File: config.mk
export PLATFORM = sky130hd
export DESIGN_NAME = srf_div
export DESIGN_NICKNAME = d
export VERILOG_FILES = /design/src/rtl/srf_pkg.sv /design/src/rtl/srf_div.sv
export SDC_FILE = /design/constraint.sdc
export NUM_CORES = 1
export LEC_CHECK = 0
export BUFFER_PORTS_ARGS = -buffer_cell sky130_fd_sc_hd__buf_2
export CORE_AREA = 5 5 125 127
export CTS_CLUSTER_SIZE = 14
export DETAILED_ROUTE_END_ITERATION = 16
export DIE_AREA = 0 0 130 132
export GPL_TIMING_DRIVEN = 0
export PLACE_DENSITY = 0.67
export SYNTH_ARGS = -nofsm -noshare
export SYNTH_HDL_FRONTEND = slang
export SYNTH_SLANG_ARGS = --single-unit
export TNS_END_PERCENT = 1
File: constraint.sdc
create_clock -name clk_i -period 3.9 [get_ports clk_i]
set_input_delay 0.39 -clock clk_i [delete_from_list [all_inputs] [get_ports clk_i]]
set_output_delay 0.39 -clock clk_i [all_outputs]
set_load 0.02 [all_outputs]
File: src/rtl/srf_pkg.sv
`timescale 1ns / 1ps
package srf_pkg;
  localparam int unsigned OP_W = 3;
  localparam logic [OP_W-1:0] OP_WRITE  = 3'd0;
  localparam logic [OP_W-1:0] OP_READ   = 3'd1;
  localparam logic [OP_W-1:0] OP_TICK   = 3'd2;
  localparam logic [OP_W-1:0] OP_UPDATE = 3'd3;
  localparam logic [OP_W-1:0] OP_CLEAR  = 3'd4;

  localparam int unsigned CFG_IDX_W = 2;
  localparam int unsigned CFG_DATA_W = 32;
  localparam logic [CFG_IDX_W-1:0] REG_LINE_WIDTH  = 2'd0;
  localparam logic [CFG_IDX_W-1:0] REG_PERSISTENCE = 2'd1;
  localparam logic [CFG_IDX_W-1:0] REG_FADE        = 2'd2;

  localparam logic [8:0] ALPHA_FULL = 9'd256;

  typedef struct packed {
    logic [2:0]  operation;
    logic [5:0]  line_index;
    logic [9:0]  column;
    logic [7:0]  red_in;
    logic [7:0]  green_in;
    logic [7:0]  blue_in;
    logic        end_of_line;
  } in_word_t;

  typedef struct packed {
    logic        found;
    logic [7:0]  red_out;
    logic [7:0]  green_out;
    logic [7:0]  blue_out;
    logic [8:0]  alpha_out;
    logic [6:0]  line_count;
  } out_word_t;

  // request to / answer from the fade divider
  typedef struct packed {
    logic        start;
    logic [43:0] dividend;
    logic [31:0] divisor;
  } div_req_t;

  typedef struct packed {
    logic        done;
    logic [43:0] quotient;
  } div_rsp_t;
endpackage

File: src/rtl/srf_div.sv
`timescale 1ns / 1ps
module srf_div (
  input  logic              clk_i,
  input  logic              rst_ni,
  input  srf_pkg::div_req_t req_i,
  output srf_pkg::div_rsp_t rsp_o
);
  import srf_pkg::*;

  logic [43:0] quot_q, quot_d;
  logic [31:0] div_q, div_d;
  logic [31:0] rem_q, rem_d;
  logic [5:0]  cnt_q, cnt_d;
  logic        busy_q, busy_d;
  logic        done_q, done_d;
  logic [32:0] shifted;
  logic [33:0] trial;

  // restoring division, one quotient bit per cycle
  always_comb begin
    quot_d  = quot_q;
    div_d   = div_q;
    rem_d   = rem_q;
    cnt_d   = cnt_q;
    busy_d  = busy_q;
    done_d  = 1'b0;
    shifted = {rem_q, quot_q[43]};
    trial   = {1'b0, shifted} - {2'b00, div_q};
    if (req_i.start) begin
      quot_d = req_i.dividend;
      div_d  = req_i.divisor;
      rem_d  = '0;
      cnt_d  = 6'd44;
      busy_d = 1'b1;
    end else if (busy_q) begin
      if (!trial[33]) begin
        rem_d  = trial[31:0];
        quot_d = {quot_q[42:0], 1'b1};
      end else begin
        rem_d  = shifted[31:0];
        quot_d = {quot_q[42:0], 1'b0};
      end
      cnt_d = cnt_q - 6'd1;
      if (cnt_q == 6'd1) begin
        busy_d = 1'b0;
        done_d = 1'b1;
      end
    end
  end

  always_ff @(posedge clk_i or negedge rst_ni) begin
    if (!rst_ni) begin
      busy_q <= 1'b0;
      done_q <= 1'b0;
      cnt_q  <= '0;
    end else begin
      busy_q <= busy_d;
      done_q <= done_d;
      cnt_q  <= cnt_d;
    end
  end

  always_ff @(posedge clk_i) begin
    quot_q <= quot_d;
    div_q  <= div_d;
    rem_q  <= rem_d;
  end

  assign rsp_o.done     = done_q;
  assign rsp_o.quotient = quot_q;
endmodule
== Word-level counts from Yosys, hierarchy flattened ==
Cells that the tools add are included.
Word-level totals
  flip-flop bits (word level): 116
  word-level logic and storage cells: 22
  input port bits: 79
Cells by class
  reduce and logical (&&, ||, !) cells: 1
  add/sub/neg operators: 2
  mux-type cells: 12
  equal/unequal tests: 1
Operators with widths (count)
  2-to-1 mux 44 bit: 2
  subtractor 33 x 32 -> 34 bit: 1
  2-to-1 mux 32 bit: 1
  2-to-1 mux 6 bit: 2
  2-to-1 mux 1 bit: 7
  == test 6 x 1 -> 1 bit (second input constant): 1
  subtractor 6 x 1 -> 6 bit (second input constant): 1
  nonzero test 2 bit: 1

== Logic depth before layout (Yosys ltp) ==
Gate-level depths: netlist (run 1).
  depth in word-level cells: 4
  mapped depth: 13

== Worst setup path before layout (run 1) ==
No wires, ideal clock.
  path kind: flip-flop to flip-flop
  start point: register quot_q[43]
  end point: register rem_q[28]
  arrival: 2.875 ns
  clock period less this slack: 2.966 ns
  cell stages (with the launch flop): 14
  setup slack: 0.934 ns
  library setup time: 0.091 ns
  path through: edfxtp_1 > inv_1 > ha_1 > fa_1 > nor2b_1 > o31a_1 > o2111ai_1 > a21oi_1 > o221ai_2 > o21ai_2 > a21oi_2 > o21ai_1 > mux2_4 > a311oi_1
On the way
  word-level cells in the longest chain between the ends: 2
Ends and longest elaborated chain
  start, declared: line srf_div.sv:10  | logic [43:0] quot_q, quot_d;
  start signal, assigned: line srf_div.sv:64  | quot_q <= quot_d;
  subtractor 33 x 32 -> 34 bit: line srf_div.sv:28  | trial = {1'b0, shifted} - {2'b00, div_q};
  2-to-1 mux 32 bit: line srf_div.sv:36  | if (!trial[33]) begin
  end signal, assigned: line srf_div.sv:66  | rem_q <= rem_d;
  end, declared: line srf_div.sv:12  | logic [31:0] rem_q, rem_d;
Every way passes these cells.
A chain may end at the register's enable or synchronous reset.

== Final worst setup path (run 1) ==
  start point: register div_q[1]
  end point: register rem_q[12]
On the way
  word-level cells in the longest chain between the ends: 2
Ends and longest elaborated chain
  start, declared: line srf_div.sv:11  | logic [31:0] div_q, div_d;
  start signal, assigned: line srf_div.sv:65  | div_q <= div_d;
  subtractor 33 x 32 -> 34 bit: line srf_div.sv:28
  2-to-1 mux 32 bit: line srf_div.sv:36
Every way passes these cells.

==> results.json, run 1 <==
{
  "intPower_mw": 3.48,
  "die-area_sq_um": 17200,
  "grt-ovfl-total": 0,
  "grt_max_degree": 45,
  "vdd.ir_drop.worst_mv": 0.412,
  "yosysSeqAreaShare": 0.496,
  "hold_depth": 1,
  "clk_pin_slew_ps": 60,
  "cp_data_required_time_ps": 4220,
  "grtUsageTotal": 0.175,
  "yosysWarnings": 0,
  "pwr-share-comb": 0.386,
  "final_area_sq_um": 7740,
  "ys.flop_type": "edfxtp_1",
  "synth_largest_area_cell": "edfxtp_1",
  "worst_path_max_delay_cell": "o311ai_1",
  "gp_congestion": 0.861,
  "power_leakage_nw": 3.37,
  "htree_levels": 4,
  "antenna-diode-count": 0,
  "worst_clock_skew_ps": 7.37,
  "path_common_cell": "o211ai_2",
  "synth_top_cells_by_area": "edfxtp_1 (36%), dfxtp_1 (10%), mux2_2 (8.2%)",
  "syn_avg_cell_area_sq_um": 11.2,
  "initial_core_util": 0.440,
  "timing.fmax_mhz": 281,
  "tns_ps": 0,
  "synth_fp_nets": 676,
  "worstHoldStart": "req_i[1]",
  "first_global_vias": 5187,
  "syn_inst": 562,
  "path_cells": "inv_1, ha_1, nor2b_1, o31a_1, o21a_1, o311ai_1, a31oi_1, o211ai_2, o211ai_2, clkbuf_1, nand2_1, o21ai_0, a211oi_1",
  "synth-async-reset-ratio": 0.0690,
  "grt_first_pass_wirelength_um": 24200,
  "post-route-drc-count": 0,
  "post-place-ws_ps": 385,
  "io_buffers": 123,
  "setup_viol": 0,
  "ff2ff_path_depth": 13,
  "synth-seq-cells": 116,
  "synth_area_sq_um": 6300,
  "synth_cell_types": 56,
  "ant_nets": 0,
  "synth_edf_count": 76,
  "max_slew.worst_pin.slew_ps": 897,
  "numCtsBuffers": 17,
  "outcome": "complete, no violations",
  "startpoint_type": "flop",
  "num_vias": 4730,
  "hold_viol": 0,
  "dp_hpwl_um": 10500,
  "timing.final.crit_share": 0.911,
  "cts_setup_buffers": 0,
  "post-route-min-period_ps": 3550,
  "slew_violations": 0,
  "drtIter0Drc": 211,
  "synth_most_common_cell": "edfxtp_1",
  "rrSetupSlack_ps": 350,
  "cap_violations": 0,
  "power.share.sequential": 0.325,
  "switching_share": 0.344,
  "p_total_mw": 5.31,
  "fin_ws_ps": 346,
  "rows": 44,
  "clkSinkCount": 116,
  "cts_root_buffer": "clkbuf_16",
  "chipHeight_um": 132,
  "wl_per_cell_um": 15.9,
  "yosysTopAreaCellShare": 0.362,
  "powerDensity_nw_per_um2": 686,
  "slew_headroom": 0.401,
  "arrival_ps": 3880,
  "cts.path.max_buffers": 2,
  "chipWidth_um": 130,
  "end_kind": "flop",
  "area_delta_synth_final_pct": 22.9,
  "vias_per_cell": 5.24,
  "cts_tree": "yes",
  "drt_pass1_iterations": 4,
  "core_area_sq_um": 14300,
  "clk_latency_ps": 420,
  "drive_gt1_frac": 0.311,
  "rsz0062_at_grt": "false",
  "antenna_found_initial": 0,
  "worst-setup-path-type": "flop to flop",
  "reg2reg_to": "rem_q[12]$_SDFFE_PP0P_",
  "clockPowerShare": 0.290,
  "worst-path-max-fanout": 10,
  "pin_count": 124,
  "holdPathEnd": "div_q[1]$_DFFE_PP_",
  "synth_common_cells": "edfxtp_1 (76), nor2_1 (52), mux2_2 (46)",
  "layout.nets": 819,
  "cpPeakStageDelay_ps": 530,
  "reg2reg_from": "div_q[1]$_DFFE_PP_",
  "power.switching_mw": 1.83,
  "wl_um": 14300,
  "hp-class": "input port to flop",
  "placed_area_sq_um": 7150
}
## worst max-delay path: cells and delay by family (launching register included)
kind | cells | cell delay (ps)
compound gates | 8 | 2150
flops | 1 | 420
buf+inv | 2 | 400
simple gates | 2 | 260
fa+ha+maj | 1 | 220
## power groups by stage
stage          Sequential, mW  Clock [mW]  Combinational [mW]
2_1_floorplan            1.77           0                1.55
3_3_place_gp             1.74           0                1.98
3_5_place_dp             1.74           0                2.03
4_1_cts                  1.73        1.57                2.05
5_1_grt                  1.75        1.64                2.28
6_report                 1.72        1.54                2.05
## how the worst max path moves through the flow
stage	slack, ps	cells after the start	startpoint	endpoint
after CTS	340	13	div_q[1]$_DFFE_PP_	rem_q[12]$_SDFFE_PP0P_
after global routing	40	13	div_q[1]$_DFFE_PP_	rem_q[27]$_SDFFE_PP0P_
after global placement	460	13	div_q[1]$_DFFE_PP_	rem_q[27]$_SDFFE_PP0P_
after detailed placement	380	13	div_q[1]$_DFFE_PP_	rem_q[12]$_SDFFE_PP0P_
after floorplan	930	13	quot_q[43]$_DFFE_PP_	rem_q[28]$_SDFFE_PP0P_
final	350	13	div_q[1]$_DFFE_PP_	rem_q[12]$_SDFFE_PP0P_
## cells in the final DEF (no fill, tap or decap), types with 10 or more instances in the layout
cell,n
edfxtp_1,76
inv_1,38
ha_1,34
buf_2,123
a211oi_1,27
dfxtp_1,32
clkbuf_1,15
mux2_2,46
a21oi_1,32
o21ai_0,18
clkbuf_16,17
nor2_1,52
mux2i_1,21
a21o_1,10
nand2_1,28
xnor2_1,19
## stage by stage
step	hold WS (ps)	utilization	cells
floorplan	94.4	-	562
global placement	237	0.499	869
finish	146	0.541	902
global route	125	0.541	902
CTS	130	0.541	902
detailed placement	239	0.499	869
## what timing repair did
item | CTS | global route
resized for setup | 0 | 0
hold buffers | 1 | 0
endpoints found under the hold margin | 8 | 0
## state kept, by name, indices dropped and copies added, names as in the netlist
name and count:
div_q 32, rem_q 32, cnt_q 6, done_q 1, quot_q 44, busy_q 1
## per-layer routing
metal | GRT usage | up-vias | share of wire
met3 | 0.0705 | 21 | 0.076
met1 | 0.208 | 2212 | 0.43
li1 | - | 2360 | -
met2 | 0.288 | 137 | 0.48
met4 | 0.0577 | 0 | 0.016
met5 | 0 | - | 0
## layout make-up
class	instances	area [sq um]
inverter	39	146
buffer	24	145
timing repair buffer	124	626
clock buffer	20	457
tap	184	230
clock inverter	12	128
fill	1271	6570
multi-input combinational	383	2890
sequential	116	3120
## kinds of logic after synthesis
kind of cell,after synthesis,synth area share
AOI/OAI and AO/OA,130,0.142
xor gates and xnor gates,28,0.0389
adders and majority gates,35,0.0707
buffers and inverters,63,0.0463
DFF,116,0.496
muxes,68,0.118
and+or+nand+nor,122,0.0890
Power figures use the tool's default switching activity.
==> run 2: changes to the inputs <==
- clock period: 3.9 -> 3.6 ns (I/O delays scaled with it)
==> run 2 against run 1 <==
Net effect: die area did not move; critical path depth fell by 1; sequential share of layout area barely moved; clock power rose by 8%; combinational power rose by 8%; utilization rose by 0.061 points; total power rose by 8.5%; highest routed layer unchanged; non-clock buffer count did not move; design area rose by 0.11%.
==> results.json, run 2 (same netlist as run 1, synthesis figures left out) <==
{
  "chipWidth_um": 130,
  "post-route-min-period_ps": 3320,
  "rsz0062_at_grt": "false",
  "grt-ovfl-total": 0,
  "worst_clock_skew_ps": 7.60,
  "setup_viol": 0,
  "vias_per_cell": 5.25,
  "wl_per_cell_um": 15.9,
  "placed_area_sq_um": 7150,
  "end_kind": "flop",
  "reg_top3": "quot_q x44, div_q x32, rem_q x32",
  "final_cell_mix": "buf_2 (123), edfxtp_1 (76), nor2_1 (52)",
  "hold_depth": 1,
  "htree_levels": 4,
  "chipHeight_um": 132,
  "final_common_cell": "buf_2",
  "worst-path-max-fanout": 3,
  "post-place-ws_ps": 84.7,
  "worst-setup-path-type": "flop to flop",
  "cts_tree": "yes",
  "hold_viol": 0,
  "rrSetupSlack_ps": 280,
  "num_vias": 4738,
  "arrival_ps": 3650,
  "antenna_found_initial": 0,
  "power_leakage_nw": 3.37,
  "largest_reg_flops": 44,
  "final_area_sq_um": 7750,
  "timing.final.crit_share": 0.923,
  "area_delta_synth_final_pct": 23.0,
  "dp_hpwl_um": 10500,
  "drtIter0Drc": 180,
  "top_register": "quot_q",
  "post-route-drc-count": 0,
  "antenna-diode-count": 0,
  "vdd.ir_drop.worst_mv": 0.446,
  "cp_data_required_time_ps": 3930,
  "slew_violations": 0,
  "grtUsageTotal": 0.175,
  "fin_util": 0.541,
  "wl_um": 14300,
  "max_slew.worst_pin.slew_ps": 897,
  "startpoint_type": "flop",
  "drt_pass1_iterations": 4,
  "rows": 44,
  "clk_pin_slew_ps": 60,
  "dp.cells": 869,
  "cts_root_buffer": "clkbuf_16",
  "grt_first_pass_wirelength_um": 24200,
  "clk_latency_ps": 420,
  "ant_nets": 0,
  "io_buffers": 123,
  "p_total_mw": 5.76,
  "layout.nets": 819,
  "timing.fmax_mhz": 301,
  "first_global_vias": 5187,
  "drive_gt1_frac": 0.313,
  "core_area_sq_um": 14300,
  "numCtsBuffers": 17,
  "pin_count": 124,
  "stdcell_count": 902,
  "whs_ps": 116,
  "cts.path.max_buffers": 2,
  "grt_max_degree": 45,
  "clkSinkCount": 116,
  "die-area_sq_um": 17200,
  "tns_ps": 0,
  "slew_headroom": 0.401,
  "gp_congestion": 0.861,
  "powerDensity_nw_per_um2": 743,
  "cts_setup_buffers": 0,
  "cap_violations": 0,
  "fin_ws_ps": 279,
  "hp-class": "input port to flop",
  "initial_core_util": 0.440,
  "outcome": "complete, no violations",
  "ff2ff_path_depth": 12
}
-- run 2: cell counts in the layout (fill, tap and decap cells not counted) --
No cell type changed its count.
-- run 2: area by class of cell --
class	count	area, sq um
buffer	24	146
fill	1268	6560
timing repair buffer	124	626
clock inverter	12	128
sequential	116	3120
multi-input combinational	383	2890
tap	184	230
inverter	39	146
clock buffer	20	457
-- run 2: metal layers --
metal / global-route usage / up-vias / routed length (um)
met1: 0.208 / 2219 / 6130
li1: - / 2359 / -
met4: 0.0577 / 0 / 228
met5: 0 / - / 0
met2: 0.288 / 139 / 6860
met3: 0.0705 / 21 / 1090
-- run 2: path summary, 6_finish.rpt --
check,startpoint,endpoint
max,div_q[0]$_DFFE_PP_,rem_q[28]$_SDFFE_PP0P_
min,req_i[1],div_q[1]$_DFFE_PP_
max reg2reg,div_q[0]$_DFFE_PP_,rem_q[28]$_SDFFE_PP0P_
min reg2reg,rem_q[1]$_SDFFE_PP0P_,rem_q[1]$_SDFFE_PP0P_
max in group asynchronous,rst_ni,cnt_q[1]$_DFFE_PN0P_
min in group asynchronous,rst_ni,cnt_q[4]$_DFFE_PN0P_
-- run 2: repair_timing --
item,CTS,global route
resized for setup,0,3
hold buffers,1,0
hold endpoints to repair,8,0
setup endpoints to repair,0,27
-- run 2: critical path: stages, from the launching register on --
cell       delay, ps
edfxtp_1         400
ha_1             230
fa_1             400
nor2b_1          180
o31a_1           210
o2111ai_1        170
a21oi_1          360
o221ai_2         220
o21ai_2          210
a21oi_2          100
o21ai_1          180
mux2_4           320
a311oi_1         240
-- run 2: power breakdown --
group	switching [mW]	total (mW)	internal, mW
Sequential	0.180	1.87	1.69
Combinational	1.19	2.22	1.03
Clock	0.613	1.67	1.05
==> run 3: changes to the inputs <==
- CELL_PAD_IN_SITES_DETAIL_PLACEMENT: default -> 1
- CELL_PAD_IN_SITES_GLOBAL_PLACEMENT: default -> 2
- CORE_AREA: 5 5 125 127 -> 5 5 139 141
- DIE_AREA: 0 0 130 132 -> 0 0 144 146
- PLACE_DENSITY: 0.67 -> 0.8
==> run 3 against run 2 <==
Net effect: utilization fell by 10 points; total power is 1.6% higher; critical endpoint is now rem_q[16]$_SDFFE_PP0P_; sequential share of layout area shrank 0.40 points; largest cell class unchanged.
==> results.json, run 3 (same netlist as run 1, synthesis figures left out) <==
{
  "antenna_found_initial": 0,
  "clk_pin_slew_ps": 60,
  "cpPeakStageDelay_ps": 480,
  "first_global_vias": 5383,
  "cp_data_required_time_ps": 3930,
  "drtIter0Drc": 129,
  "grt-ovfl-total": 0,
  "end_kind": "flop",
  "num_vias": 4832,
  "slew_violations": 0,
  "post-place-ws_ps": -16.1,
  "path_cells": "inv_1, ha_1, fa_1, nor2b_2, o31a_1, o21a_1, o41ai_1, o21ai_0, a221o_1, a21oi_1, xnor2_1, mux2i_1, a211oi_1",
  "grtUsageTotal": 0.162,
  "cts_root_buffer": "clkbuf_16",
  "dp_hpwl_um": 12100,
  "worst_path_max_delay_cell": "o41ai_1",
  "vdd.ir_drop.worst_mv": 0.495,
  "drt_pass1_iterations": 4,
  "hp-class": "input port to flop",
  "pin_count": 124,
  "htree_levels": 4,
  "tns_ps": 0,
  "cts_tree": "yes",
  "power_leakage_nw": 3.37,
  "post-route-drc-count": 0,
  "worst_clock_skew_ps": 10.5,
  "chipHeight_um": 146,
  "cap_violations": 0,
  "setup_viol": 0,
  "reg2reg_from": "quot_q[43]$_DFFE_PP_",
  "area_delta_synth_final_pct": 24.2,
  "core_area_sq_um": 17800,
  "grt_max_degree": 45,
  "clk_latency_ps": 420,
  "dp.cells": 914,
  "max_slew.worst_pin.slew_ps": 925,
  "final_area_sq_um": 7830,
  "rows": 49,
  "initial_core_util": 0.353,
  "timing.fmax_mhz": 298,
  "critPathTopFamily": "compound AO/OA/AOI/OAI gates",
  "critPathBufInv": 1,
  "drive_gt1_frac": 0.318,
  "stdcell_count": 947,
  "reg_top3": "quot_q x44, div_q x32, rem_q x32",
  "holdPathEnd": "div_q[29]$_DFFE_PP_",
  "vias_per_cell": 5.10,
  "ant_nets": 0,
  "top_register": "quot_q",
  "nFillCells": 1997,
  "die-area_sq_um": 21000,
  "reg2reg_to": "rem_q[16]$_SDFFE_PP0P_",
  "arrival_ps": 3690,
  "rrSetupSlack_ps": 240,
  "grt_first_pass_wirelength_um": 26900,
  "wl_per_cell_um": 17.4,
  "worst-setup-path-type": "flop to flop",
  "rsz0062_at_grt": "false",
  "antenna-diode-count": 0,
  "startpoint_type": "flop",
  "powerDensity_nw_per_um2": 747,
  "worstHoldStart": "req_i[29]",
  "final_cell_mix": "buf_2 (124), edfxtp_1 (76), nor2_1 (52)",
  "chipWidth_um": 144,
  "timing.final.crit_share": 0.934,
  "fin_ws_ps": 239,
  "hold_viol": 0,
  "largest_reg_flops": 44,
  "gp_congestion": 0.790,
  "ff2ff_path_depth": 13,
  "final_common_cell": "buf_2",
  "numCtsBuffers": 17,
  "cts.path.max_buffers": 2,
  "placed_area_sq_um": 7200,
  "slew_headroom": 0.382,
  "wl_um": 16500,
  "worst-path-max-fanout": 3,
  "post-route-min-period_ps": 3360,
  "io_buffers": 123,
  "layout.nets": 819,
  "hold_depth": 1,
  "outcome": "complete, no violations",
  "clkSinkCount": 116
}
-- run 3: cell count changes in the layout (fill, tap and decap cells not counted), sizes merged --
cell,before,now
buf,132,133
clkbuf,34,31
clkinv,4,6
clkinvlp,4,3
inv,41,42
-- run 3: power by group --
group / internal, mW / switching [mW] / total (mW)
sequential: 1.69 / 0.183 / 1.87
combinational: 1.04 / 1.24 / 2.28
clock: 1.03 / 0.670 / 1.70
total: 3.75 / 2.10 / 5.85
-- run 3: worst reg2reg max path: stages (launching register included) --
cell and delay [ps]:
edfxtp_1 420, inv_1 80, ha_1 190, fa_1 240
nor2b_2 70, o31a_1 290, o21a_1 200, o41ai_1 480
o21ai_0 270, a221o_1 380, a21oi_1 190, xnor2_1 140
mux2i_1 100, a211oi_1 220
-- run 3: worst max path at each step --
stage,startpoint,endpoint,cells after the start
5_1_grt,quot_q[43]$_DFFE_PP_,rem_q[16]$_SDFFE_PP0P_,13
3_5_place_dp,div_q[1]$_DFFE_PP_,rem_q[12]$_SDFFE_PP0P_,13
3_3_place_gp,div_q[1]$_DFFE_PP_,rem_q[27]$_SDFFE_PP0P_,13
6_report,quot_q[43]$_DFFE_PP_,rem_q[16]$_SDFFE_PP0P_,13
4_1_cts,quot_q[43]$_DFFE_PP_,rem_q[28]$_SDFFE_PP0P_,13
2_1_floorplan,quot_q[43]$_DFFE_PP_,rem_q[28]$_SDFFE_PP0P_,13
-- run 3: cell type report --
class,count,area [sq um],area share
buffer,24,146,0.0187
clock buffer,18,429,0.0548
clock inverter,14,154,0.0197
inverter,39,146,0.0187
multi-input combinational,383,2920,0.373
sequential,116,3120,0.399
tap,229,287,0.0366
timing repair buffer,124,626,0.0799
-- run 3: metal layers --
metal  GRT usage  share of wire
met5           0              0
met2       0.270           0.49
met4      0.0452          0.013
met1       0.186           0.42
met3      0.0772          0.080
-- run 3: repair_timing --
action	in CTS	in global routing
resized for setup	1	7
hold buffers	1	0
pin swaps	0	1
endpoints found under the hold margin	8	0
setup endpoints to repair	4	13
setup buffers	0	0
-- run 3: metrics by stage --
step | utilization | total power [mW] | hold WS (ps)
2_1_floorplan | - | 3.60 | 64.4
3_3_place_gp | 0.404 | 4.08 | 209
3_5_place_dp | 0.404 | 4.16 | 217
4_1_cts | 0.437 | 5.91 | 85.4
5_1_grt | 0.439 | 6.26 | 85.5
6_report | 0.439 | 5.85 | 113
